===== src/rtl/assert_macros.svh =====
// assertion macros shared by the gravity step engine rtl
// depends on nothing; define NO_ASSERTIONS to compile the checks out
`ifndef ASSERT_MACROS_SVH
`define ASSERT_MACROS_SVH
`ifndef NO_ASSERTIONS
`define GPSE_ASSERT(label, clk, rst, prop, msg) \
  label: assert property (@(posedge clk) disable iff (rst) prop) else $error(msg);
`define GPSE_ASSERT_NR(label, clk, prop, msg) \
  label: assert property (@(posedge clk) prop) else $error(msg);
`else
`define GPSE_ASSERT(label, clk, rst, prop, msg)
`define GPSE_ASSERT_NR(label, clk, prop, msg)
`endif
`endif


===== src/rtl/gpse_pkg.sv =====
// shared types, widths and codes for the gravity particle step engine
// no dependencies
package gpse_pkg;

  typedef struct packed {
    logic        [31:0] mass;
    logic signed [31:0] vel_y;
    logic signed [31:0] vel_x;
    logic signed [31:0] pos_y;
    logic signed [31:0] pos_x;
  } particle_t;

  // arithmetic widths of the pair force path
  localparam int MAG_W  = 32;   // |dx| of two q16.16 positions
  localparam int R2_W   = 66;   // dx^2 + dy^2
  localparam int ROOT_W = 33;   // floor sqrt of r2
  localparam int DEN_W  = 99;   // r2 * r before the q alignment shift
  localparam int PROD_W = 129;  // g*m * |d| * dt
  localparam int MA_W   = 97;   // multiplicand width of the shared multiplier
  localparam int MB_W   = 33;   // multiplier width, one bit per cycle
  localparam int QW     = 31;   // saturated quotient width

  localparam logic [2:0] OP_APPEND = 3'd0;
  localparam logic [2:0] OP_REMOVE = 3'd1;
  localparam logic [2:0] OP_STEP   = 3'd2;
  localparam logic [2:0] OP_DUMP   = 3'd3;
  localparam logic [2:0] OP_FIND   = 3'd4;

  localparam logic [1:0] ST_OK    = 2'd0;
  localparam logic [1:0] ST_FULL  = 2'd1;
  localparam logic [1:0] ST_EMPTY = 2'd2;

  localparam logic [31:0] GRAV_RESET = 32'd1231190900;

endpackage


===== src/rtl/gpse_sqrt.sv =====
// digit-by-digit integer square root, one result bit per cycle
// uses gpse_pkg widths
module gpse_sqrt (
  input  logic                        clk,
  input  logic                        rst,
  input  logic                        start,
  input  logic [gpse_pkg::R2_W-1:0]   x,
  output logic                        done,
  output logic [gpse_pkg::ROOT_W-1:0] root
);
  import gpse_pkg::*;

  localparam int RMW = ROOT_W + 3;
  localparam int CW  = $clog2(ROOT_W + 1);

  logic [R2_W-1:0]  xs;
  logic [RMW-1:0]   rem;
  logic [CW-1:0]    cnt;
  logic             run;
  logic [RMW-1:0]   rem_sh;
  logic [RMW-1:0]   trial;

  assign rem_sh = {rem[ROOT_W:0], xs[R2_W-1 -: 2]};
  assign trial  = {1'b0, root, 2'b01};

  always_ff @(posedge clk) begin
    done <= 1'b0;
    if (rst) begin
      run <= 1'b0;
    end else if (start) begin
      xs   <= x;
      rem  <= '0;
      root <= '0;
      cnt  <= CW'(ROOT_W);
      run  <= 1'b1;
    end else if (run) begin
      xs <= xs << 2;
      if (rem_sh >= trial) begin
        rem  <= rem_sh - trial;
        root <= {root[ROOT_W-2:0], 1'b1};
      end else begin
        rem  <= rem_sh;
        root <= {root[ROOT_W-2:0], 1'b0};
      end
      cnt <= cnt - CW'(1);
      if (cnt == CW'(1)) begin
        run  <= 1'b0;
        done <= 1'b1;
      end
    end
  end

endmodule


===== config.mk =====
export PLATFORM = sky130hd
export DESIGN_NAME = gpse_sqrt
export DESIGN_NICKNAME = d
export VERILOG_FILES = /design/src/rtl/assert_macros.svh /design/src/rtl/gpse_pkg.sv /design/src/rtl/gpse_sqrt.sv
export SDC_FILE = /design/constraint.sdc
export NUM_CORES = 1
export LEC_CHECK = 0
export ABC_CLOCK_PERIOD_IN_PS = 8700
export BUFFER_PORTS_ARGS = -buffer_cell sky130_fd_sc_hd__clkbuf_2
export CAP_MARGIN = 40
export CORE_MARGIN = 10
export CORE_UTILIZATION = 58
export DETAILED_ROUTE_END_ITERATION = 7
export PLACE_DENSITY_LB_ADDON = 0.25
export RECOVER_POWER = 100
export SKIP_LAST_GASP = 1
export SYNTH_ARGS = -nofsm -noshare
export SYNTH_HDL_FRONTEND = slang
export SYNTH_SLANG_ARGS = --single-unit

===== constraint.sdc =====
create_clock -name clk -period 8.7 [get_ports clk]
set_input_delay 0 -clock clk [delete_from_list [all_inputs] [get_ports clk]]
set_output_delay 0 -clock clk [all_outputs]
set_load 0.1 [all_outputs]

* After elaboration in Yosys (flattened, before gate mapping) *
Index checks and enable logic that the tools add are counted.

storage, ports and cells
  output and inout port bits = 34
  bits in registers = 141
  word-level logic and storage cells = 26
  input port bits = 69

operators by class
  reductions and logical operators = 3
  multiplexer cells = 11
  bitwise logic cells = 2
  add/sub/neg operators = 2
  eq/ne operators = 1
  $lt $le $gt $ge = 1

operators with widths
  cell                   count
  $mux W66               2
  $mux W34               2
  $ge A36 B35 Y1         1
  $sub A34 B34 Y34       1
  $mux W33               1
  $eq A6 B1 Y1 const B   1
  $mux W6                1
  $sub A6 B1 Y6 const B  1
  $mux W1                5
  $reduce_or A3 Y1       1
  $not A1 Y1             2
  $reduce_and A2 Y1      1
  $reduce_bool A2 Y1     1

* Logic depth before layout (Yosys ltp) *
  depth in word-level cells = 4
  mapped depth = 14

* Worst setup path before layout *
Ideal clock, no wire load.

  path type = input-to-reg
  start = input port start
  end = register cnt[0] (enable)
  library setup time = 0.640 ns
  stages on the path = 4
  data arrival time = 6.405 ns
  setup slack = 1.655 ns
  path buffers = 2
  cells stage by stage = clkbuf_1 > clkbuf_1 > nor2_1 > nor2_1

between the ends
  longest elaborated chain between the ends = 2

ends and longest elaborated chain
  element                              RTL line         source
  start, declared                      gpse_sqrt.sv:6   input logic start,
  $reduce_bool A2 Y1 (no source line)  n/a
  $reduce_and A2 Y1 (no source line)   n/a
  end signal, assigned                 gpse_sqrt.sv:34  cnt <= CW'(ROOT_W);
  end signal, assigned                 gpse_sqrt.sv:45  cnt <= cnt - CW'(1);
  end, declared                        gpse_sqrt.sv:18  logic [CW-1:0] cnt;

Every way passes these cells.
A chain may end at the register's enable or synchronous reset.

* Final worst setup path *
  start = register root[1] (netlist bit)
  end = register rem[1], data pin

between the ends
  longest elaborated chain between the ends = 3

ends and longest elaborated chain
  element                 RTL line         source
  start, declared         gpse_sqrt.sv:9   output logic [gpse_pkg::ROOT_W-1:0] root
  start signal, assigned  gpse_sqrt.sv:40  root <= {root[ROOT_W-2:0], 1'b1};
  start signal, assigned  gpse_sqrt.sv:43  root <= {root[ROOT_W-2:0], 1'b0};
  $ge A36 B35 Y1          gpse_sqrt.sv:38  if (rem_sh >= trial) begin
  $mux W34                gpse_sqrt.sv:38
  $mux W34                gpse_sqrt.sv:36  end else if (run) begin
  end signal, assigned    gpse_sqrt.sv:39  rem <= rem_sh - trial;
  end signal, assigned    gpse_sqrt.sv:42  rem <= rem_sh;
  end, declared           gpse_sqrt.sv:17  logic [RMW-1:0] rem;

Every way passes these cells. The select of a mux whose other input is x is not followed.

==> impl_metrics.json <==
{
  "status": "complete, but fails checks",
  "violations": "max-capacitance violations, max-slew violations",
  "grt_max_degree": 60,
  "hp-start": "rst",
  "die_y_um": 135,
  "area_delta_synth_final_pct": 24.3,
  "die_area_um2": 18100,
  "hold_depth": 3,
  "dpl_cell_area_um2": 8330,
  "routed-via-count": 5415,
  "clockBufferDepth": 2,
  "synth_top_area_share_pct": 54.7,
  "antenna_left": 0,
  "finalCritPeriodShare_pct": 62.2,
  "row_count": 41,
  "cts_tree": "built",
  "final_area_um2": 9480,
  "layout.nets": 903,
  "clk_latency_ns": 0.43,
  "cts.sinks": 141,
  "grt_first_pass_wirelength_um": 28600,
  "num_io_pins": 103,
  "p_per_area_nw_per_um2": 214,
  "place.gp.congestion": 0.889,
  "dr.pass1.iters": 5,
  "ys_ff_latch": 141,
  "final_common_cell": "edfxtp_1",
  "grt_pass1_vias": 5851,
  "skew_ns": 0.00920,
  "synth_top_area_cell": "edfxtp_1",
  "routed_wl_um": 17400,
  "port_buffers": 102,
  "crit_type": "register to register",
  "critPathArrivalTime_ns": 5.62,
  "drt-wirelength-per-cell_um": 17.7,
  "r2r_end": "rem[1]",
  "diodes": 0,
  "max_slew_margin_pct": -77.5,
  "worstMarginPinSlew_ns": 2.66,
  "avgSynthCellArea_um2": 12.1,
  "crit_required_ns": 8.91,
  "synthTopCellsByArea": "edfxtp_1 55%, mux2_2 9.4%, ha_1 6.1%",
  "dp_hpwl_um": 11000,
  "rsz0062_at_grt": "false",
  "drv_cap": 5,
  "clkTransAtPathRegs_ns": 0.06,
  "drc": 0,
  "via_per_inst": 5.51,
  "rrSetupSlack_ns": 3.29,
  "synth_edf_count": 139,
  "setup_tns_ns": 0,
  "finalCriticalPeriod_ns": 5.41,
  "cts-root-buf": "clkbuf_16",
  "hold_path.class": "primary input to register",
  "max_freq_mhz": 185,
  "post_cts_buffers": 0,
  "drv_slew": 190,
  "grt_use_total_pct": 19.6,
  "yosysSeqAreaShare_pct": 55.2,
  "ir_drop_mv": 0.132,
  "hold_viol": 0,
  "reg2regPathDepth": 12,
  "syn-num-nets": 736,
  "start_kind": "register",
  "min_to": "done",
  "reg2reg_from": "root[1]",
  "die_w_um": 135,
  "crit_path_max_fanout": 26,
  "leakage_nw": 3.83,
  "async_flop_share_pct": 0,
  "grt_overflow": 0,
  "ctsHtreeMaxLevel": 4,
  "yosysWarnings": 0,
  "synth_cell_types": 50,
  "numCtsBuffers": 17,
  "mostFrequentLayoutCells": "139 x edfxtp_1, 82 x nor2_1, 67 x dlygate4sd3_1, 67 x clkbuf_2, 62 x mux2_2",
  "setup_viol": 0,
  "start_util_pct": 59.7,
  "synthesis.area_um2": 7630,
  "ys.flop_type": "edfxtp_1",
  "end_kind": "register",
  "antenna_found_initial": 0,
  "fp.coreArea_um2": 12800,
  "drive_gt1_share_pct": 20.5,
  "drt_iter0_drc": 411,
  "synthCells": 630
}
==> worst max path at each step <==
stage | startpoint | endpoint | depth (start not counted)
final | root[1] | rem[1] | 12
after global placement | rem[19] | rem[18] | 11
after detailed placement | root[1] | rem[14] | 12
after floorplan | start | cnt[0] | 4
after global routing | start | rem[22] | 5
after CTS | root[1] | rem[8] | 12
==> cells in the mapped netlist, drive strengths merged (12+ instances only) <==
library cell / count
edfxtp: 139
nor2: 83
xor2: 12
clkbuf: 21
ha: 37
o21ai: 17
nand2: 19
a21o: 19
mux2i: 26
a21oi: 30
inv: 41
xnor2: 19
mux2: 64
==> through the flow <==
stage / std cells / power [mW] / setup slack [ns] / hold WS [ns] / utilization (%)
finish: 982 / 2.03 / 3.29 / 0.377 / 74.2
global route: 982 / 2.12 / 2.77 / 0.384 / 74.2
CTS: 982 / 2.04 / 5.08 / 0.0755 / 74.9
detailed placement: 883 / 1.30 / 5.12 / 0.233 / 65.2
global placement: 881 / 1.28 / 5.21 / 0.227 / 64.8
floorplan: 630 / 1.21 / 1.66 / 0.0761 / -
==> layer usage <==
layer,global-route usage (%),wire (um)
met1,22.5,7290
met2,32.9,8570
met3,7.08,1170
met4,7.50,351
met5,0,0
==> flip-flops by register name (all words and copies together), names as in the netlist <==
register / count
cnt: 6
done: 1
rem: 34
root: 33
run: 1
xs: 66
==> critical path: stages, from the launching register on <==
cell and delay, ns:
edfxtp_1 0.36, inv_1 0.06, ha_1 0.35, o211ai_1 0.22, a21o_1 0.14, a21oi_1 0.08
o21ai_0 0.33, nand2_1 0.19, a211o_1 0.33, a41oi_1 1.14, clkbuf_1 1.36, inv_1 0.28
a211oi_1 0.34
==> report_power, final <==
part | switching, mW | internal [mW]
combinational | 0.284 | 0.190
clock | 0.294 | 0.424
sequential | 0.0239 | 0.817
total | 0.602 | 1.43
==> cell families (layout without fill, tap and decap cells) <==
group / count (synthesis) / in the layout / synth area share [%]
AOI/OAI and AO/OA: 107 / 107 / 9.35
xor gates and xnor gates: 31 / 31 / 3.56
muxes: 90 / 90 / 12.9
and+or+nand+nor: 156 / 156 / 9.25
buffers and inverters: 68 / 248 / 3.67
adders and majority gates: 37 / 37 / 6.07
DFF: 141 / 141 / 55.2
==> area by class of cell <==
cell class | count | area [um2]
sequential | 141 | 4210
fill | 838 | 3290
multi-input combinational | 421 | 3130
timing repair buffer | 175 | 1190
clock buffer | 19 | 433
tap | 172 | 215
inverter | 41 | 154
clock inverter | 13 | 140
==> repair_timing <==
action / 4_1_cts / 5_1_grt
resized for setup: 0 / 0
hold buffers: 67 / 0
endpoints found under the hold margin: 67 / 0
setup endpoints to repair: 0 / 0
Note: power is estimated with default switching activity, not from simulation.
