==> src/rtl/assert_macros.svh <==
// assertion macros shared by the gravity step engine rtl
// depends on nothing; define NO_ASSERTIONS to compile the checks out
`ifndef ASSERT_MACROS_SVH
`define ASSERT_MACROS_SVH
`ifndef NO_ASSERTIONS
`define GPSE_ASSERT(label, clk, rst, prop, msg) \
  label: assert property (@(posedge clk) disable iff (rst) prop) else $error(msg);
`define GPSE_ASSERT_NR(label, clk, prop, msg) \
  label: assert property (@(posedge clk) prop) else $error(msg);
`else
`define GPSE_ASSERT(label, clk, rst, prop, msg)
`define GPSE_ASSERT_NR(label, clk, prop, msg)
`endif
`endif

==> src/rtl/gpse_pkg.sv <==
// shared types, widths and codes for the gravity particle step engine
// no dependencies
package gpse_pkg;

  typedef struct packed {
    logic        [31:0] mass;
    logic signed [31:0] vel_y;
    logic signed [31:0] vel_x;
    logic signed [31:0] pos_y;
    logic signed [31:0] pos_x;
  } particle_t;

  // arithmetic widths of the pair force path
  localparam int MAG_W  = 32;   // |dx| of two q16.16 positions
  localparam int R2_W   = 66;   // dx^2 + dy^2
  localparam int ROOT_W = 33;   // floor sqrt of r2
  localparam int DEN_W  = 99;   // r2 * r before the q alignment shift
  localparam int PROD_W = 129;  // g*m * |d| * dt
  localparam int MA_W   = 97;   // multiplicand width of the shared multiplier
  localparam int MB_W   = 33;   // multiplier width, one bit per cycle
  localparam int QW     = 31;   // saturated quotient width

  localparam logic [2:0] OP_APPEND = 3'd0;
  localparam logic [2:0] OP_REMOVE = 3'd1;
  localparam logic [2:0] OP_STEP   = 3'd2;
  localparam logic [2:0] OP_DUMP   = 3'd3;
  localparam logic [2:0] OP_FIND   = 3'd4;

  localparam logic [1:0] ST_OK    = 2'd0;
  localparam logic [1:0] ST_FULL  = 2'd1;
  localparam logic [1:0] ST_EMPTY = 2'd2;

  localparam logic [31:0] GRAV_RESET = 32'd1231190900;

endpackage

==> src/rtl/gpse_mul.sv <==
// shared shift-add multiplier with an initial addend, one multiplier bit per cycle
// uses gpse_pkg widths
module gpse_mul (
  input  logic                        clk,
  input  logic                        rst,
  input  logic                        start,
  input  logic [gpse_pkg::MA_W-1:0]   a,
  input  logic [gpse_pkg::MB_W-1:0]   b,
  input  logic [gpse_pkg::PROD_W-1:0] c,
  output logic                        done,
  output logic [gpse_pkg::PROD_W-1:0] p
);
  import gpse_pkg::*;

  localparam int CW = $clog2(MB_W + 1);

  logic [PROD_W-1:0] acc;
  logic [PROD_W-1:0] ash;
  logic [MB_W-1:0]   bsh;
  logic [CW-1:0]     cnt;
  logic              run;

  always_ff @(posedge clk) begin
    done <= 1'b0;
    if (rst) begin
      run <= 1'b0;
    end else if (start) begin
      acc <= c;
      ash <= PROD_W'(a);
      bsh <= b;
      cnt <= CW'(MB_W);
      run <= 1'b1;
    end else if (run) begin
      if (bsh[0]) begin
        acc <= acc + ash;
      end
      ash <= ash << 1;
      bsh <= bsh >> 1;
      cnt <= cnt - CW'(1);
      if (cnt == CW'(1)) begin
        run  <= 1'b0;
        done <= 1'b1;
      end
    end
  end

  assign p = acc;

endmodule

==> config.mk <==
export PLATFORM = sky130hd
export DESIGN_NAME = gpse_mul
export DESIGN_NICKNAME = d
export VERILOG_FILES = /design/src/rtl/assert_macros.svh /design/src/rtl/gpse_pkg.sv /design/src/rtl/gpse_mul.sv
export SDC_FILE = /design/constraint.sdc
export NUM_CORES = 1
export LEC_CHECK = 0
export BUFFER_PORTS_ARGS = -buffer_cell sky130_fd_sc_hd__buf_2
export CAP_MARGIN = 20
export CORE_UTILIZATION = 30
export DETAILED_ROUTE_END_ITERATION = 16
export GPL_ROUTABILITY_DRIVEN = 0
export RECOVER_POWER = 100
export REMOVE_ABC_BUFFERS = 1
export SKIP_CTS_REPAIR_TIMING = 1
export SLEW_MARGIN = 20
export SYNTH_ARGS = -nofsm -noshare
export SYNTH_HDL_FRONTEND = slang
export SYNTH_SLANG_ARGS = --single-unit
export TNS_END_PERCENT = 100
==> constraint.sdc <==
create_clock -name clk -period 10.4 [get_ports clk]
set_clock_uncertainty 0.1 [all_clocks]
set_input_delay 0.52 -clock clk [delete_from_list [all_inputs] [get_ports clk]]
set_output_delay 0.52 -clock clk [all_outputs]
set_load 0.05 [all_outputs]
* Yosys cells after proc, flatten, opt, wreduce, memory -nomap -nowiden
Cells that the tools add are included.
** Word-level totals
- Bits in registers :: 299
- Input port bits :: 262
- Output and inout port bits :: 130
** Cells by class
- Add/subtract/negate cells :: 2
- Eq/ne operators :: 1
- Mux-type cells :: 12
- Bitwise gates (word level) :: 2
- Reductions and logical operators :: 5
** Operator list (count)
- 129-bit 2-to-1 mux :: 4
- 129-bit adder :: 1
- 97-bit 2-to-1 mux :: 1
- 33-bit 2-to-1 mux :: 2
- 6-bit by 1-bit equality test with 1-bit output (second input constant) :: 1
- 6-bit 2-to-1 mux :: 1
- 6-bit by 1-bit subtractor with 6-bit output (second input constant) :: 1
- 1-bit 2-to-1 mux :: 4
- 2-bit nonzero test :: 2
- 3-bit AND reduction :: 1
- 3-bit OR reduction :: 1
- 1-bit inverter :: 2
- 2-bit AND reduction :: 1

* Logic depth before layout (Yosys ltp)
Gate-level depths: netlist of the first run.
- Word-level depth :: 4
- Gate-level depth with buffers :: 14
- Depth with buffers taken out :: 14

* Worst setup path before layout of the first run
Ideal clock, no wire load.
- Path kind :: input port to flip-flop
- Start :: in start
- End :: reg ash[0] (enable)
- Arrival :: 8.641 ns
- Path slack :: 0.961 ns
- Stages on the path :: 6
- Buffers on the path :: 4
- Path through :: clkbuf_1 clkbuf_1 clkbuf_1 clkbuf_1 nor2_1 nor2_1
** Between the ends
- Longest elaborated chain between the ends :: 2
** Ends and longest elaborated chain
- start, declared :: RTL line gpse_mul.sv:6 : input logic start,
- 2-bit nonzero test (no line)
- 2-bit AND reduction (no line)
- end signal, assigned :: RTL line gpse_mul.sv:29 : ash <= PROD_W'(a);
- end signal, assigned :: RTL line gpse_mul.sv:37 : ash <= ash << 1;
- end, declared :: RTL line gpse_mul.sv:18 : logic [PROD_W-1:0] ash;
Every way passes these cells.
A chain may end at the register's enable or synchronous reset.

* Worst setup path in the final report of the first run
- Start :: in start
- End :: reg acc[84], in the netlist p[84] (enable)
** Between the ends
- Longest elaborated chain between the ends :: 2
** Ends and longest elaborated chain
- 2-bit nonzero test (no line)
- 3-bit AND reduction (no line) (*)
- end signal, assigned :: RTL line gpse_mul.sv:35 : acc <= acc + ash;
- end, declared :: RTL line gpse_mul.sv:17 : logic [PROD_W-1:0] acc;
Mark *: on every way between the ends. The rest lies on a longest branch, timed or not.

==> metrics, run 1 <==
outcome complete, but fails checks; violated checks capacitance limit, slew limit; Hold Path Depth 2; CP max stage cell clkbuf_1; Syn Inst Count 2118; Initial Util 0.306; CP arrival 6.97 ns; Total Routed Length 71600 um; vias in the first global route 17.9k; critical-path cell list clkbuf_1 -> a21oi_1 -> nor2_4 -> clkbuf_2; Seq. cell area 8960 um^2; Leakage 0.00944 uW; Slew HR -1.84; RSZ-0062 raised after global routing false; GR Overflow Total 0; CP required 10.36 ns; Nets 2845; Final Setup Violations 0; IO buf count 391; number of synthesized flops with an enable pin 297; slowest stage delay, CP 2.90 ns; setup TNS 0 ns; # IOs 392; post-synth design cell area 20700 um^2; Ys Warns 0; Die X 265 um; clock latency on the worst-skew pair 0.57 ns; Util after Layout 0.361; Reg clk slew, reported paths 0.05 ns; Cell Pwr Density 168 nW/um^2; share of cells above drive strength 1 0.193; Die H 265 um; largest delay contributor family on the critical path buffers and inverters; DP HPWL 55500 um; Worst setup startpoint start; Reg2Reg Capture Point p[122]; clock tree buffer depth 3; Slew Limit Fails 293; post-route ant nets 0; Worst-Margin Slew 4.26 ns; number of clock sinks 299; crit path kind in -> reg; row count 95; drt first pass iters 6; most numerous cell in the Yosys netlist edfxtp_1; first-pass GRT wire length 107000 um; Hold Crit Class in -> reg; f_max 143 MHz; worst-path fanout max 129; WP buf/inv 2; vias per cell 5.39; final hold vios 0; initial DRC count 1376; Worst Hold Endpoint run; Root Driver clkbuf_16; reg2reg setup slack 4.41 ns; commonest cells in the netlist 297 x edfxtp_1, 271 x nand2_1, 231 x o21ai_0; Max rail drop VDD 114 uV; GRT Total Usage 0.198; sequential share of the synthesized area 0.432; max cap viols 4; Core ar. 67800 um^2; Max H-tree Level 2; TritonCTS clock tree done; post-synth cell types 81; Vias 18.1k; HP Start rst; largest net degree at the start of global routing 166; fill count 7014; growth of design area from synthesis to finish 18.1%; Synth async-reset ratio 0; Yosys top cell area share 0.431; DRC violations left 0; post-route minimum period 7.01 ns; TritonCTS Buffers 40; number of antenna violations at the first check in global routing 15; R2R depth 13; mean cell area of the mapped netlist 9.78 um^2; Seq cells post-synth 299; launching point of the worst reg2reg path p[5]; type of origin of the critical path input port; final period utilization 0.674; crit end category register; area leader, netlist edfxtp_1; Die ar. 70100 um^2; dominant cells by area after synthesis edfxtp_1 43%, ha_1 7.9%, mux2_2 7.2%; area of the multi-input gates 11100 um^2; Wirelength per Cell 21.3 um; commonest register cell after synthesis edfxtp_1
-- logic make-up (layout without fill, tap and decap cells) --
family / count (synthesis) / in the layout / share of synthesized area
buffers and inverters: 154 / 517 / 0.0287
other: 0 / 12 / 0
flip-flops: 299 / 299 / 0.432
multiplexers: 135 / 135 / 0.0733
adder cells (fa/ha/maj): 131 / 131 / 0.0795
AND/OR/NAND/NOR: 613 / 613 / 0.139
XOR/XNOR: 124 / 124 / 0.0524
AO/OA/AOI/OAI: 662 / 662 / 0.195
-- routing by layer --
metal | up-vias | track usage | part of all wire
li1 | 8575 | - | -
met1 | 8729 | 0.266 | 0.45
met2 | 686 | 0.315 | 0.45
met3 | 133 | 0.0386 | 0.065
met4 | 8 | 0.0736 | 0.033
met5 | - | 0 | 0.00063
-- worst max-delay path by stage --
stage	end	slack, ns	cells after the start
finish	p[84]	3.40	4
global route	bsh[7]	2.77	4
CTS	p[124]	5.65	14
detailed placement	p[124]	5.67	14
global placement	p[92]	5.75	14
floorplan	ash[0]	2.00	2
-- registers in the layout, summed over array words and instances (netlist names) --
signal  flops
ash       129
bsh        33
cnt         6
done        1
p         129
run         1
-- area by class of cell --
class	instances	area share
inverters	49	0.00752
well taps	873	0.0446
flip-flops and latches	299	0.366
multi-input cells	1665	0.455
clock inverters	24	0.00680
clock buffers	47	0.0429
repair buffers	397	0.0754
diodes	12	0.00123
-- cells in the final DEF (no fill, tap or decap), types with 80 or more instances in the layout --
cell / count
nor2_1: 107
buf_2: 260
o21ai_0: 234
mux2_2: 129
edfxtp_1: 297
nand2_1: 271
a21oi_1: 203
ha_1: 130
clkbuf_1: 138
xnor2_1: 80
-- report_power, final --
part | internal, uW | switching, uW | leakage, uW
combinational | 422 | 830 | 0.00599
sequential | 1460 | 58.8 | 0.00285
clock | 767 | 559 | 0.000598
-- through the flow --
| stage | std cells | power [uW] | setup WS [ns] | hold slack [ns] | cell area, um^2 |
|---|---|---|---|---|---|
| 6_report | 3366 | 4100 | 3.40 | 0.0978 | 24500 |
| 5_1_grt | 3363 | 4300 | 2.77 | 0.106 | 24500 |
| 4_1_cts | 3354 | 4140 | 5.65 | 0.0982 | 24700 |
| 3_5_place_dp | 3283 | 2800 | 5.67 | 0.438 | 23500 |
| 3_3_place_gp | 3283 | 2780 | 5.75 | 0.428 | 23500 |
| 2_1_floorplan | 2013 | 2410 | 2.00 | 0.403 | 20300 |
Note: power is estimated with default switching activity, not from simulation.
==> run 2: changes to the inputs <==
Clock period 10.4 ns to 6.6 ns, I/O delays scaled along.
==> run 2 against run 1 <==
Effect of this change: the run ends with hold timing, capacitance limit, slew limit left; clock power rose by 56%; power is 60% higher; global-route usage grew 0.14 points; via count grew 3.7%; non-clock buffer count is 185 higher; register-to-register slack got worse by 3.4 ns; cell count increased by 5.2%; first-iteration DRC count up 13%; sequential power increased by 59%; worst hold slack lost 0.15 ns; worst setup slack got worse by 2.4 ns; largest power group unchanged; highest routed layer unchanged.
==> metrics, run 2 (same netlist as run 1, synthesis figures left out) <==
share of cells above drive strength 1 0.175 (was 0.193); Reg2Reg Capture Point p[109] (was p[122]); Root Driver clkbuf_16 (unchanged); GR Overflow Total 0 (unchanged); crit end category register (unchanged); Initial Util 0.306 (unchanged); type of origin of the critical path register (was input port); Slew Limit Fails 630 (was 293); post-route minimum period 5.56 ns; clock latency on the worst-skew pair 0.57 ns (about the same); commonest cells after routing, fill and taps aside 297 x edfxtp_1, 271 x nand2_1, 260 x buf_2 (unchanged); crit path kind reg -> reg (was in -> reg); Slew HR -2.11 (was -1.84); outcome complete, but fails checks (unchanged); metal3 WL 5130 um (was 4680 um); DP HPWL 55700 um (was 55500 um); Setup WS post-layout 1.04 ns (was 3.40 ns); largest net degree at the start of global routing 168 (was 166); Nets 3029 (was 2845); net switching power 2290 uW (was 1450 uW); RSZ-0062 raised after global routing false (unchanged); switch share 0.350 (was 0.353); cell-internal power 4260 uW (was 2650 uW); critical-path cell list ha_1 -> a21oi_1 -> o21ai_0 -> a221o_1 -> nor2b_1 -> a2111oi_0 -> a2111oi_0 -> o21ai_2 -> o211a_1 -> o21ba_1 -> xor2_1 -> o21ai_0 (was clkbuf_1 -> a21oi_1 -> nor2_4 -> clkbuf_2); drt first pass iters 5 (was 6); sequential share of power 0.368 (was 0.371); Max rail drop VDD 171 uV (was 114 uV); CP arrival 5.59 ns (was 6.97 ns); Max H-tree Level 2 (unchanged); HP Start c[58] (was rst); fill count 6833 (was 7014); Wirelength per Cell 20.9 um (was 21.3 um); IO buf count 391 (unchanged); Worst-Margin Slew 4.66 ns (was 4.26 ns); slowest stage delay, CP 1.40 ns (was 2.90 ns); clock share of power 0.316 (was 0.323); Gate power share 0.316 (was 0.305); row count 95 (unchanged); Die ar. 70100 um^2 (unchanged); Hold Crit Class in -> reg (unchanged); CP max stage cell a2111oi_0 (was clkbuf_1); most common cell after layout, fill and taps aside edfxtp_1 (unchanged); launching point of the worst reg2reg path ash[38] (was p[5]); first-pass GRT wire length 108000 um (was 107000 um); vias per cell 5.31 (was 5.39); TritonCTS Buffers 39 (was 40); number of clock sinks 299 (unchanged); vias in the first global route 17.8k (was 17.9k); growth of design area from synthesis to finish 26.5% (was 18.1%); Core ar. 67800 um^2 (unchanged); Total Routed Length 73900 um (was 71600 um); pre-CTS worst setup slack 1.87 ns (was 5.67 ns); f_max 180 MHz; Die X 265 um (unchanged); Hold Path Depth 3 (was 2); initial DRC count 1552 (was 1376); Cell Pwr Density 250 nW/um^2 (was 168 nW/um^2); R2R depth 12 (was 13); Final Setup Violations 0 (unchanged); # IOs 392 (unchanged); final hold vios 21 (was 0); Die H 265 um (unchanged); Vias 18.8k (was 18.1k); worst hold slack -0.0477 ns (was 0.0978 ns); Worst Hold Endpoint p[58] (was run); met1 wire length 32600 um (was 32000 um); violated checks hold timing, capacitance limit, slew limit (was capacitance limit, slew limit); reg2reg setup slack 1.04 ns (was 4.41 ns); max cap viols 6 (was 4); Reg clk slew, reported paths 0.07 ns (was 0.05 ns); CP required 6.63 ns (was 10.36 ns); final period utilization 0.842; TritonCTS clock tree done (unchanged); number of antenna violations at the first check in global routing 5 (was 15); DRC violations left 0 (unchanged); Leakage 0.0102 uW (was 0.00944 uW); DR WL met2 34200 um (was 32500 um); GRT Total Usage 0.199 (was 0.198); clock tree buffer depth 3 (unchanged); post-route ant nets 0 (unchanged); worst-path fanout max 9 (was 129); Max Used Layer met5 (unchanged)
-- run 2: metal layers --
metal / vias to the layer above / global-route usage
met4: 4 / 0.0630
met5: - / 0
met3: 110 / 0.0428
met2: 675 / 0.320
met1: 9077 / 0.267
li1: 8941 / -
-- run 2: stage by stage --
step,instance area (um^2),total power (uW),cells,util,setup TNS [ns]
after floorplan,20300,3790,2013,-,-270.77
after global placement,23500,4390,3282,0.346,0
after detailed placement,23500,4410,3282,0.346,0
after CTS,24600,6510,3351,0.364,0
after global routing,26200,6860,3540,0.387,0
final,26200,6550,3540,0.387,0
-- run 2: worst max path at each step --
stage	from	endpoint	slack (ns)	depth (start not counted)
6_report	ash[38]	p[109]	1.04	12
5_1_grt	p[22]	p[125]	0.79	13
4_1_cts	p[5]	p[114]	1.84	13
3_5_place_dp	p[5]	p[114]	1.87	13
3_3_place_gp	ash[5]	p[118]	1.99	13
2_1_floorplan	start	ash[0]	-1.61	2
-- run 2: final cells by class --
class,instances,area (um^2),share of cell area
Antenna cell,3,7.51,0.000286
Clock buffer,46,1000,0.0382
Clock inverter,23,190,0.00726
Inverter,49,184,0.00702
Multi-Input combinational cell,1665,11100,0.423
Sequential cell,299,8960,0.342
Tap cell,873,1090,0.0417
Timing Repair Buffer,582,3690,0.141
-- run 2: power groups by stage --
| stage | clock network, uW | logic [uW] | registers (uW) |
|---|---|---|---|
| after floorplan | 0 | 1130 | 2660 |
| after global placement | 0 | 1960 | 2420 |
| after detailed placement | 0 | 1980 | 2430 |
| after CTS | 2120 | 1990 | 2390 |
| after global routing | 2180 | 2250 | 2430 |
| final | 2070 | 2070 | 2410 |
-- run 2: worst max-delay path: cells and delay by family, from the launching register on --
kind | cells | cell delay [ns]
AO/OA/AOI/OAI | 9 | 3.88
XOR/XNOR | 1 | 0.16
AND/OR/NAND/NOR | 1 | 0.14
adder cells (fa/ha/maj) | 1 | 0.42
flip-flops | 1 | 0.41
