[src/rtl/assert_macros.svh]
// assertion macros shared by the gravity step engine rtl
// depends on nothing; define NO_ASSERTIONS to compile the checks out
`ifndef ASSERT_MACROS_SVH
`define ASSERT_MACROS_SVH
`ifndef NO_ASSERTIONS
`define GPSE_ASSERT(label, clk, rst, prop, msg) \
  label: assert property (@(posedge clk) disable iff (rst) prop) else $error(msg);
`define GPSE_ASSERT_NR(label, clk, prop, msg) \
  label: assert property (@(posedge clk) prop) else $error(msg);
`else
`define GPSE_ASSERT(label, clk, rst, prop, msg)
`define GPSE_ASSERT_NR(label, clk, prop, msg)
`endif
`endif

[src/rtl/gpse_pkg.sv]
// shared types, widths and codes for the gravity particle step engine
// no dependencies
package gpse_pkg;

  typedef struct packed {
    logic        [31:0] mass;
    logic signed [31:0] vel_y;
    logic signed [31:0] vel_x;
    logic signed [31:0] pos_y;
    logic signed [31:0] pos_x;
  } particle_t;

  // arithmetic widths of the pair force path
  localparam int MAG_W  = 32;   // |dx| of two q16.16 positions
  localparam int R2_W   = 66;   // dx^2 + dy^2
  localparam int ROOT_W = 33;   // floor sqrt of r2
  localparam int DEN_W  = 99;   // r2 * r before the q alignment shift
  localparam int PROD_W = 129;  // g*m * |d| * dt
  localparam int MA_W   = 97;   // multiplicand width of the shared multiplier
  localparam int MB_W   = 33;   // multiplier width, one bit per cycle
  localparam int QW     = 31;   // saturated quotient width

  localparam logic [2:0] OP_APPEND = 3'd0;
  localparam logic [2:0] OP_REMOVE = 3'd1;
  localparam logic [2:0] OP_STEP   = 3'd2;
  localparam logic [2:0] OP_DUMP   = 3'd3;
  localparam logic [2:0] OP_FIND   = 3'd4;

  localparam logic [1:0] ST_OK    = 2'd0;
  localparam logic [1:0] ST_FULL  = 2'd1;
  localparam logic [1:0] ST_EMPTY = 2'd2;

  localparam logic [31:0] GRAV_RESET = 32'd1231190900;

endpackage

[src/rtl/gpse_div.sv]
// restoring divider giving a quotient saturated to 31 bits, one bit per cycle
// uses gpse_pkg widths
module gpse_div #(
  parameter int DW = 131
) (
  input  logic                        clk,
  input  logic                        rst,
  input  logic                        start,
  input  logic [gpse_pkg::PROD_W-1:0] n,
  input  logic [DW-1:0]               d,
  output logic                        done,
  output logic [gpse_pkg::QW-1:0]     q
);
  import gpse_pkg::*;

  localparam int CW  = DW + QW;
  localparam int NQ  = QW + 1;
  localparam int KW  = $clog2(NQ + 1);

  logic [CW-1:0] rem;
  logic [CW-1:0] ds;
  logic [NQ-1:0] qr;
  logic [KW-1:0] cnt;
  logic          run;

  always_ff @(posedge clk) begin
    done <= 1'b0;
    if (rst) begin
      run <= 1'b0;
    end else if (start) begin
      rem <= CW'(n);
      ds  <= {d, {QW{1'b0}}};
      qr  <= '0;
      cnt <= KW'(NQ);
      run <= 1'b1;
    end else if (run) begin
      if (rem >= ds) begin
        rem <= rem - ds;
        qr  <= {qr[NQ-2:0], 1'b1};
      end else begin
        qr  <= {qr[NQ-2:0], 1'b0};
      end
      ds  <= ds >> 1;
      cnt <= cnt - KW'(1);
      if (cnt == KW'(1)) begin
        run  <= 1'b0;
        done <= 1'b1;
      end
    end
  end

  // top quotient bit set means the true quotient is at least 2^31
  assign q = qr[NQ-1] ? {QW{1'b1}} : qr[QW-1:0];

endmodule
[config.mk]
export PLATFORM = sky130hd
export DESIGN_NAME = gpse_div
export DESIGN_NICKNAME = d
export VERILOG_FILES = /design/src/rtl/assert_macros.svh /design/src/rtl/gpse_pkg.sv /design/src/rtl/gpse_div.sv
export SDC_FILE = /design/constraint.sdc
export NUM_CORES = 1
export LEC_CHECK = 0
export ABC_AREA = 1
export BUFFER_PORTS_ARGS = -buffer_cell sky130_fd_sc_hd__buf_2
export CAP_MARGIN = 5
export CELL_PAD_IN_SITES_DETAIL_PLACEMENT = 1
export CELL_PAD_IN_SITES_GLOBAL_PLACEMENT = 1
export CORE_UTILIZATION = 39
export DETAILED_ROUTE_END_ITERATION = 8
export GPL_TIMING_DRIVEN = 0
export PLACE_DENSITY_LB_ADDON = 0.3
export SYNTH_ARGS = -nofsm -noshare
export SYNTH_HDL_FRONTEND = slang
export SYNTH_SLANG_ARGS = --single-unit
[constraint.sdc]
create_clock -name clk -period 16.41 [get_ports clk]
set_input_delay 3.282 -clock clk [delete_from_list [all_inputs] [get_ports clk]]
set_output_delay 3.282 -clock clk [all_outputs]
set_load 0.1 [all_outputs]
Yosys cells after proc, flatten, opt, wreduce, memory -nomap -nowiden:

Index checks and enable logic that the tools add are counted.

* add/subtract/negate cells: 2
* order comparisons: 1
* equality and inequality tests: 1
* muxes and demuxes: 13
* bitwise operators: 2
* reduce and logical (&&, ||, !) cells: 5

Operators by type and width (count)
* 162-bit 2-to-1 mux: 4
* 162-bit greater-or-equal comparator: 1
* 162-bit subtractor: 1
* 129-bit 2-to-1 mux: 1
* 32-bit 2-to-1 mux: 1
* 31-bit 2-to-1 mux: 1
* 6-bit by 1-bit equality test with 1-bit output, second input constant: 1
* 6-bit 2-to-1 mux: 1
* 6-bit by 1-bit subtractor with 6-bit output, second input constant: 1
* 1-bit 2-to-1 mux: 5
* 2-bit nonzero test: 2
* 3-bit AND reduction: 1
* 3-bit OR reduction: 1
* 1-bit NOT: 2
* 2-bit AND reduction: 1

* bits in registers: 364
* word-level logic and storage cells: 32

Logic depth before layout (Yosys ltp):

Gate-level depths: netlist of the first run.

* depth in word-level cells: 4
* mapped depth: 19

Worst setup path after synthesis of the first run:

Ideal clock, no wire load.

* path type: input port to flip-flop
* start point: input start
* end point: register rem[0] (enable)
* setup time: 0.503 ns
* arrival: 17.361 ns
* required time: 15.907 ns
* setup slack: -1.455 ns
* stages: 7
* cells stage by stage: clkbuf_1 > buf_2 > clkinv_1 > clkbuf_1 > a21oi_1 > nand2_1 > inv_1

* word-level cells in the longest chain between the ends: 2
* elaborated cells on any way between the ends: 3
* those cells by class: 3 x reduce/logical

Ends and longest elaborated chain
* start, declared: RTL line gpse_div.sv:8 `input logic start,`
* 2-bit nonzero test (no line)
* 3-bit AND reduction (no line) (*)
* end signal, assigned: RTL line gpse_div.sv:31 `rem <= CW'(n);`
* end signal, assigned: RTL line gpse_div.sv:38 `rem <= rem - ds;`
* end, declared: RTL line gpse_div.sv:20 `logic [CW-1:0] rem;`

Every way passes the cells marked *; elsewhere a longest branch is shown, timed or not.
A chain may end at the register's enable or synchronous reset.

Worst setup path in the final report of the first run:

* start point: input start
* end point: register rem[64] (enable)

Same word-level chain as after synthesis.

==> run summary, run 1 <==
antenna fix cells: 0
Critical Path Start Type: input port
nets: 6048
Met3 Wirelength: 9.638 mm
Cell variety after synth: 37
# DRC: 0
max-slew violations: 0
clk sink count: 364
die area: 0.08475 mm2
CP Data Required Time: 16.66 ns
top cells by area, synth: edfxtp_1 33%, nand2_1 24%, inv_1 13%, nor2_1 6.5%, ha_1 6.3%
Max VDD drop: 77.29 uV
wire length per cell: 22.94 um
final number of hold-violating endpoints: 0
unrepaired setup endpoints after global routing: no
setup TNS: 0 ns
Initial Utilization: 39.57%
YS warnings: 0
most frequent cell after synthesis: nand2_1
worst hold stages: 2
Syn-to-layout area delta: 13.76%
Tot GR Track Use: 35.92%
Vias: 34810
power per cell area: 92.74 mW/mm2
max_cap viols: 0
area leader, netlist: edfxtp_1
Async S/R FF share, synth: 0%
main flop type after synthesis: edfxtp_1
Post-synth EDFFs: 362
Synth top area share: 33.35%
Top-Level Pins: 295
CP Class: input port to flip-flop
worst-path fanout max: 100
Clk Latency, worst-skew pair: 0.63 ns
Hold Buf Count CTS: 0
hold_ws: 0.5395 ns
first-pass GRT wire length: 222.3 mm
met2 wire length: 69.25 mm
fmax: 128.9 MHz
sequential-to-total area share from yosys stat: 33.47%
vias in the first global route: 35630
Leak Pwr: 0.01965 uW
Reg2Reg Depth: 17
# Post-CTS Setup Buffers: 0
status: complete, no violations
grt ovf: 0
Worst setup EP type: flip-flop
final WL: 154.2 mm
Least-Margin Pin Slew: 1.429 ns
initial DRC count: 2313
initial antenna violation count: 4
Setup WS pre-CTS: 8.074 ns
Post-Syn Area per Cell: 6.185 um2
max_slew headroom: 4.702%
hpwl dp: 132.8 mm
root buffer cell: clkbuf_16
Final Cycle Share: 47.26%
die width: 291.1 um
CTS tree: done
DRT met1 WL: 67.25 mm
CTS buffer count: 45
row count: 105
mapped cell area: 0.03260 mm2
post-layout min period: 7.756 ns
post-CTS resize count: 0
Worst-path clk slew: 0.06 ns
Final GP Congestion: 1.062
final setup margin: 8.654 ns
Synth top cells by count: 2079 x nand2_1, 1121 x inv_1, 561 x nor2_1
Worst Hold Class: flip-flop to flip-flop
CTS max path bufs: 3
Syn Inst Count: 5271
Worst EP arrival: 8.00 ns
DRT Pass-1 Iters: 7
H-tree Lvls: 2
skew final: 0.03215 ns
Die H: 291.1 um
Core Region: 0.08237 mm2
Setup-failing EPs final: 0
antenna viol nets, final: 0
share of layout cells above drive strength 1: 8.846%
Port Buf Inserts: 293
DR vias/cell: 5.178
Post-Syn Nets: 5699
Yosys reg bits: 364
Top Layer Used: met4
largest net degree at the start of global routing: 101
[final cells by class]
class,count,area (um2)
plain buffers,72,280.3
clock buffers,53,1156
clock inverters,26,282.8
fillers,11320,45290
inverters,1125,4230
multi-input cells,3710,17200
flip-flops and latches,364,10910
well taps,1070,1339
repair buffers,302,1684
[cells by family (layout without fill, tap and decap cells)]
| group | Yosys count | after routing | synth area share [%] |
|---|---|---|---|
| buf+inv | 1197 | 1578 | 13.80 |
| fa+ha+maj | 165 | 165 | 6.356 |
| flops | 364 | 364 | 33.47 |
| xor+xnor | 62 | 62 | 1.666 |
| compound gates | 489 | 489 | 7.822 |
| simple gates | 2994 | 2994 | 36.88 |
[critical path, cell delays in order]
cell and delay, ns:
clkbuf_1 0.82, buf_2 0.59, clkinv_1 0.36, clkbuf_1 0.63
a21oi_4 0.84, buf_16 0.25, nand2_1 0.15, inv_8 0.35
buf_16 0.45
[sequential cells by signal (all words and copies together), names as in the netlist]
register and cells:
ds 162, rem 162, qr 32, cnt 6
done 1, run 1
[report_power, final]
part | switching (uW) | total (uW) | internal, uW
logic | 932 | 1280 | 344
registers | 21.3 | 1140 | 1120
clock network | 449 | 1020 | 570
[layout by cell type (no fill, tap or decap), types with 69 or more instances in the layout]
master	instances
a21oi_1	212
buf_2	298
clkbuf_1	69
edfxtp_1	362
ha_1	164
inv_1	1120
nand2_1	2079
nand3_1	172
nor2_1	561
o21ai_0	229
[per-stage QoR]
step	instances	power, uW	cell area, um2	util (%)
floorplan	5271	1925	32600	-
global placement	6634	2377	35410	42.98
detailed placement	6643	2404	35640	43.27
CTS	6722	3425	37080	45.02
global route	6722	3585	37080	45.02
finish	6722	3439	37080	45.02
[final timing paths]
check | start | endpoint | slack (ns)
worst max-delay path | start | rem[64] | 8.65
worst min-delay path | ds[14] | ds[13] | 0.54
worst max register to register | ds[128] | rem[64] | 12.06
worst min register to register | ds[14] | ds[13] | 0.54
[per-layer routing]
metal | track usage (%) | vias up
li1 | - | 16730
met1 | 46.64 | 16820
met4 | 16.89 | 0
met2 | 58.57 | 1027
met5 | 0 | -
met3 | 5.299 | 228
No activity file was read; power rests on OpenSTA's default activity.
==> run 2: changes to the inputs <==
--- a/config.mk
+++ b/config.mk
@@ -5,12 +5,12 @@
 export SDC_FILE = /design/constraint.sdc
 export NUM_CORES = 1
 export LEC_CHECK = 0
-export ABC_AREA = 1
+export ABC_AREA = 0
 export BUFFER_PORTS_ARGS = -buffer_cell sky130_fd_sc_hd__buf_2
 export CAP_MARGIN = 5
 export CELL_PAD_IN_SITES_DETAIL_PLACEMENT = 1
 export CELL_PAD_IN_SITES_GLOBAL_PLACEMENT = 1
-export CORE_UTILIZATION = 39
+export CORE_UTILIZATION = 40
 export DETAILED_ROUTE_END_ITERATION = 8
 export GPL_TIMING_DRIVEN = 0
 export PLACE_DENSITY_LB_ADDON = 0.3
==> constraint.sdc (replaced) <==
create_clock -name clk -period 7.9 [get_ports clk]
set_input_delay 1.58 -clock clk [delete_from_list [all_inputs] [get_ports clk]]
set_output_delay 1.58 -clock clk [all_outputs]
set_load 0.1 [all_outputs]
==> run 2 against run 1 <==
  * Count of clock-buffer cells in the layout unchanged
  * Sequential share of layout area grew 6.1 points
  * Total power grew 92%
  * Cell area decreased by 17%
  * Area after synthesis is 19% lower
  * Clock skew rose by 0.011 ns
  * Synthesized cell count fell by 42%
  * Die area is 21% lower
  * Critical endpoint is now rem[86]
  * Largest cell class unchanged
==> run summary, run 2 <==
area leader, netlist: edfxtp_1
Fillers: 7758 (-31%)
Critical Path Max Stage Delay: 0.83 ns (about the same)
Top-Level Pins: 295 (unchanged)
Hold Buf Count CTS: 0 (unchanged)
post-layout min period: 7.086 ns
nets: 3848 (-36%)
Die H: 259.0 um (-11%)
YS warnings: 0 (unchanged)
CP max stage cell: o41ai_1
CP Class: flip-flop to flip-flop
max_slew headroom: 21.14% (+16 points)
Initial Utilization: 40.77% (+1.2 points)
# DRC: 0 (unchanged)
power per cell area: 214.6 mW/mm2 (+130%)
Final Cycle Share: 89.69%
Tot GR Track Use: 27.84% (-8.1 points)
Worst setup EP type: flip-flop
status: complete, no violations
main flop type after synthesis: edfxtp_1
largest family of logic cells by synthesized area: compound AO/OA/AOI/OAI gates
sequential-to-total area share from yosys stat: 41.29% (+7.8 points)
Worst Hold Launch: run
skew final: 0.04283 ns (+0.01068 ns)
vias in the first global route: 25180 (-29%)
CTS max path bufs: 3 (unchanged)
# Post-CTS Setup Buffers: 0 (unchanged)
Cell variety after synth: 93 (+150%)
Yosys reg bits: 364 (unchanged)
wire length per cell: 21.97 um (-4.3%)
multiplexer share of the synthesized area: 0.4972% (+0.50 points)
Least-Margin Pin Slew: 1.183 ns (-0.2465 ns)
worst path cell trace: ha_1 > fa_1 > nor2b_1 > o2111ai_1 > a21oi_1 > o21ai_0 > a21oi_1 > o21ai_1 > a211oi_1 > nor2_1 > o211ai_2 > a41oi_1 > o41ai_1 > o21a_4 > buf_16
worst-path fanout max: 59 (-41%)
final instance area: 0.03075 mm2 (-17%)
Syn Inst Count: 3070 (-42%)
mapped cell area: 0.02643 mm2 (-19%)
final number of hold-violating endpoints: 0 (unchanged)
Synth top cells by count: 446 x nand2_1, 387 x o21ai_0, 362 x edfxtp_1
Leak Pwr: 0.01251 uW (-36%)
CP Data Required Time: 8.16 ns (-8.50 ns)
worst hold stages: 1 (-1)
Core Region: 0.06481 mm2 (-21%)
Clk Latency, worst-skew pair: 0.63 ns (about the same)
Adder-Cell Fraction of Synth Area: 7.841% (+1.5 points)
die width: 259.0 um (-11%)
Post-Syn Nets: 3498 (-39%)
start point of the critical path: ds[0]
grt ovf: 0 (unchanged)
share of layout cells above drive strength 1: 13.93% (+5.1 points)
Reg2Reg Depth: 15 (-2)
largest net degree at the start of global routing: 60 (-41%)
Setup WS pre-CTS: 1.008 ns (-7.067 ns)
Vias: 24410 (-30%)
commonest non-fill, non-tap cell in the layout: nand2_1
CTS buffer count: 45 (unchanged)
Post-synth EDFFs: 362 (unchanged)
root buffer cell: clkbuf_16
top cells by area, synth: edfxtp_1 41%, ha_1 7.8%, o21ai_0 7.3%, nand2_1 6.3%, a21oi_1 5.0%
clk sink count: 364 (unchanged)
hold_ws: 0.5233 ns (-0.01612 ns)
Worst Hold Class: flip-flop to flip-flop
Syn-to-layout area delta: 16.38%
Port Buf Inserts: 293 (unchanged)
H-tree Lvls: 2 (unchanged)
Max VDD drop: 162.7 uV (+110%)
CTS tree: done
xor/xnor cell area share of the yosys netlist: 4.839% (+3.2 points)
hpwl dp: 75.84 mm (-43%)
Post-Synth Simple-Gate Area: 17.75% (-19 points)
most frequent cell after synthesis: nand2_1
worst path bufs/invs: 1 (-6)
complex-gate fraction of the synthesized area: 21.77% (+14 points)
antenna viol nets, final: 0 (unchanged)
initial antenna violation count: 1 (-3)
Async S/R FF share, synth: 0% (unchanged)
Worst-path clk slew: 0.06 ns (about the same)
DR vias/cell: 5.666 (+9.4%)
initial DRC count: 1714 (-26%)
die area: 0.06709 mm2 (-21%)
Post-DP Area: 0.02924 mm2 (-18%)
final setup margin: 0.8143 ns (-7.840 ns)
register area: 0.01091 mm2 (unchanged)
post-CTS resize count: 0 (unchanged)
Final GP Congestion: 0.9639 (-9.2%)
row count: 93 (-11%)
max-slew violations: 0 (unchanged)
DRT Pass-1 Iters: 5 (-2)
final WL: 94.63 mm (-39%)
max_cap viols: 0 (unchanged)
first-pass GRT wire length: 146.2 mm (-34%)
area of the multi-input gates: 0.01395 mm2 (-19%)
unrepaired setup endpoints after global routing: no
R2R Path Start: ds[0]
Worst EP arrival: 7.34 ns (-0.66 ns)
Synth top area share: 41.14% (+7.8 points)
Critical Path Start Type: flip-flop
Levels on crit path: 15 (+6)
biggest regs: ds x162, rem x162, qr x32
antenna fix cells: 0 (unchanged)
fmax: 141.1 MHz
Post-Syn Area per Cell: 8.608 um2 (+39%)
CP delay by family, top: compound AO/OA/AOI/OAI gates
Setup-failing EPs final: 0 (unchanged)
most frequent cells in the layout: 446 x nand2_1, 387 x o21ai_0, 362 x edfxtp_1
CP most frequent cell: a21oi_1
-- run 2: cell types whose count changed in the layout (fill, tap and decap cells not counted), sizes merged, moves of 92 or more --
cell / delta
inv: -900
nand2: -1657
nand3: -160
nand4: +92
nor2: -377
o21ai: +158
-- run 2: cells by family (layout without fill, tap and decap cells) --
| kind of cell | count (synthesis) | after routing |
|---|---|---|
| adders and majority gates | 165 | 165 |
| AOI/OAI and AO/OA | 966 | 966 |
| xor gates and xnor gates | 146 | 146 |
| and+or+nand+nor | 1019 | 1019 |
| muxes | 12 | 12 |
| buffers and inverters | 398 | 781 |
| DFF | 364 | 364 |
-- run 2: final timing paths --
| check | slack [ns] | to |
|---|---|---|
| worst max-delay path | 0.81 | rem[86] |
| worst min-delay path | 0.52 | done |
| worst max register to register | 0.81 | rem[86] |
| worst min register to register | 0.52 | done |
-- run 2: area by class of cell --
type                    count  share of cell area [%]
inverters                 224                   2.734
plain buffers             174                   2.584
clock inverters            27                   1.160
flip-flops and latches    364                   35.48
well taps                 855                   3.479
clock buffers              53                   3.759
repair buffers            303                   5.460
multi-input cells        2308                   45.35
-- run 2: power by group --
| part | internal (uW) | leakage, uW | switching [uW] |
|---|---|---|---|
| logic | 695 | 0.00830 | 1360 |
| registers | 2340 | 0.00348 | 48.4 |
| clock network | 1250 | 0.000727 | 904 |
-- run 2: worst register-to-register path, delay by kind of cell, from the launching register on --
family          cells  cell delay, ns
flops               1            0.40
buf+inv             1            0.38
fa+ha+maj           2            0.70
simple gates        2            0.55
compound gates     10            4.62
-- run 2: through the flow --
step                total power, uW  instances  util, %  setup TNS (ns)
floorplan                      3820       3070        -         -204.88
global route                   6914       4308    47.45               0
detailed placement             4449       4228    45.12               0
finish                         6599       4308    47.45               0
global placement               4391       4218    44.77         -760.58
CTS                            6623       4308    47.45               0
-- run 2: layer usage --
metal  track usage, %  part of all wire [%]  vias up
met5                0                     0        -
met2            46.66                    47      572
met4            7.643                   2.6        0
met3            2.919                   4.2      116
met1            38.04                    46    12040
li1                 -                     -    11680
==> run 3: changes to the inputs <==
--- a/config.mk
+++ b/config.mk
@@ -10,6 +10,8 @@
 export CAP_MARGIN = 5
 export CELL_PAD_IN_SITES_DETAIL_PLACEMENT = 1
 export CELL_PAD_IN_SITES_GLOBAL_PLACEMENT = 1
+export CORE_ASPECT_RATIO = 0.5
+export CORE_MARGIN = 2
 export CORE_UTILIZATION = 40
 export DETAILED_ROUTE_END_ITERATION = 8
 export GPL_TIMING_DRIVEN = 0
==> run 3 against run 2 <==
  * Hold slack better by 0.011 ns
  * Core utilization down 0.36 points
  * Final cell count rose by 0.58%
  * Clock power down 5%
  * First-iteration DRC count rose by 7.1%
  * Cell area down 0.23%
  * Die area grew 1.7%
  * Total power shrank 1.3%
  * Sequential share of layout area is 0.082 points higher
  * Non-clock buffer count up 2
  * Largest cell class unchanged
==> run summary, run 3 (same netlist as run 2, synthesis figures left out) <==
status: complete, no violations
max_slew headroom: 4.545% (-17 points)
Worst Hold Class: flip-flop to flip-flop
unrepaired setup endpoints after global routing: no
post-layout min period: 6.703 ns (-0.3826 ns)
Final Cycle Share: 84.85% (-4.8 points)
CTS tree: done
first-pass GRT wire length: 144.1 mm (-1.4%)
most frequent cells in the layout: 446 x nand2_1, 387 x o21ai_0, 362 x edfxtp_1
Least-Margin Pin Slew: 1.421 ns (+0.2380 ns)
Leak Pwr: 0.01247 uW (-0.33%)
antenna fix cells: 0 (unchanged)
Tot GR Track Use: 27.10% (-0.74 points)
Fillers: 7823 (+0.84%)
initial DRC count: 1836 (+7.1%)
Final GP Congestion: 0.9264 (-3.9%)
hpwl dp: 74.86 mm (-1.3%)
row count: 66 (-29%)
Initial Utilization: 40.56% (-0.21 points)
# Post-CTS Setup Buffers: 0 (unchanged)
root buffer cell: clkbuf_16
share of layout cells above drive strength 1: 14.03% (+0.10 points)
commonest non-fill, non-tap cell in the layout: nand2_1
Vias: 24360 (-0.19%)
fmax: 149.2 MHz (+5.7%)
largest net degree at the start of global routing: 53 (-12%)
Syn-to-layout area delta: 16.11%
DR vias/cell: 5.623 (-0.77%)
Worst-path clk slew: 0.06 ns (about the same)
final number of hold-violating endpoints: 0 (unchanged)
skew final: 0.04076 ns (-0.002070 ns)
max-slew violations: 0 (unchanged)
antenna viol nets, final: 0 (unchanged)
Port Buf Inserts: 293 (unchanged)
Hold Buf Count CTS: 0 (unchanged)
Setup-failing EPs final: 0 (unchanged)
final setup margin: 1.197 ns (+0.3826 ns)
CP Data Required Time: 8.13 ns (-0.03 ns)
setup TNS: 0 ns (unchanged)
CP Class: flip-flop to flip-flop
vias in the first global route: 24990 (-0.74%)
Top-Level Pins: 295 (unchanged)
Core Region: 0.06516 mm2 (+0.53%)
wire length per cell: 21.73 um (-1.1%)
Critical Path Start Type: flip-flop
Max VDD drop: 141.5 uV (-13%)
# DRC: 0 (unchanged)
clk sink count: 364 (unchanged)
biggest regs: ds x162, rem x162, qr x32
nets: 3845 (-0.078%)
final WL: 94.15 mm (-0.50%)
die width: 367.5 um (+42%)
Clk Latency, worst-skew pair: 0.59 ns (-0.04 ns)
grt ovf: 0 (unchanged)
post-CTS resize count: 0 (unchanged)
Util after Layout: 47.09% (-0.36 points)
die area: 0.06826 mm2 (+1.7%)
CTS max path bufs: 3 (unchanged)
H-tree Lvls: 2 (unchanged)
DRT Pass-1 Iters: 5 (unchanged)
max_cap viols: 0 (unchanged)
CTS buffer count: 40 (-11%)
Worst EP arrival: 6.93 ns (-0.41 ns)
Setup WS pre-CTS: 1.405 ns (+0.3971 ns)
worst-path fanout max: 52 (-12%)
Worst setup EP type: flip-flop
power per cell area: 212.2 mW/mm2 (-1.1%)
Die H: 185.7 um (-28%)
initial antenna violation count: 1 (unchanged)
-- run 3: worst max-delay path, stage by stage, from the launching register on --
cell	delay (ns)
edfxtp_1	0.37
ha_1	0.23
fa_1	0.42
nor2b_1	0.18
o2111ai_1	0.14
a21oi_1	0.24
o21ai_0	0.19
a21oi_1	0.46
o21ai_1	0.34
a211oi_1	0.52
nor2_1	0.32
o211ai_2	0.66
a41oi_1	0.41
o41ai_2	0.33
buf_4	0.25
o21a_4	0.57
buf_16	0.33
buf_16	0.30
-- run 3: metal layers --
metal | up-vias | part of all wire [%] | track usage [%]
met2 | 554 | 46 | 44.80
met1 | 12020 | 45 | 36.28
met4 | 0 | 2.5 | 6.967
met3 | 122 | 6.3 | 5.571
li1 | 11670 | - | -
met5 | - | 0 | 0
-- run 3: final timing paths --
check,start,endpoint,slack [ns],depth (start not counted)
max reg2reg,ds[0],rem[97],1.20,17
min reg2reg,run,done,0.53,1
min,run,done,0.53,1
max,ds[0],rem[97],1.20,17
-- run 3: through the flow --
step | total power, uW | cell area (um2) | hold WS, ns | std cells
after floorplan | 3820 | 26480 | 0.4883 | 3070
after global placement | 4395 | 29060 | 0.4985 | 4247
after detailed placement | 4450 | 29290 | 0.5113 | 4258
after CTS | 6519 | 30670 | 0.5318 | 4332
after global routing | 6831 | 30680 | 0.5551 | 4333
final | 6512 | 30680 | 0.5348 | 4333
-- run 3: layout make-up --
| type | instances | area [um2] | share of cell area [%] |
|---|---|---|---|
| buffer | 174 | 794.5 | 2.590 |
| clock buffer | 48 | 1074 | 3.499 |
| clock inverter | 26 | 306.5 | 0.9991 |
| inverter | 224 | 840.8 | 2.740 |
| multi-input combinational | 2308 | 13960 | 45.49 |
| sequential | 364 | 10910 | 35.56 |
| tap | 884 | 1106 | 3.605 |
| timing repair buffer | 305 | 1692 | 5.513 |
-- run 3: power by group --
group	internal, uW	leakage, uW	switching, uW
Sequential	2340	0.00348	48.6
Combinational	697	0.00831	1360
Clock	1180	0.000671	887
Total	4210	0.0125	2300
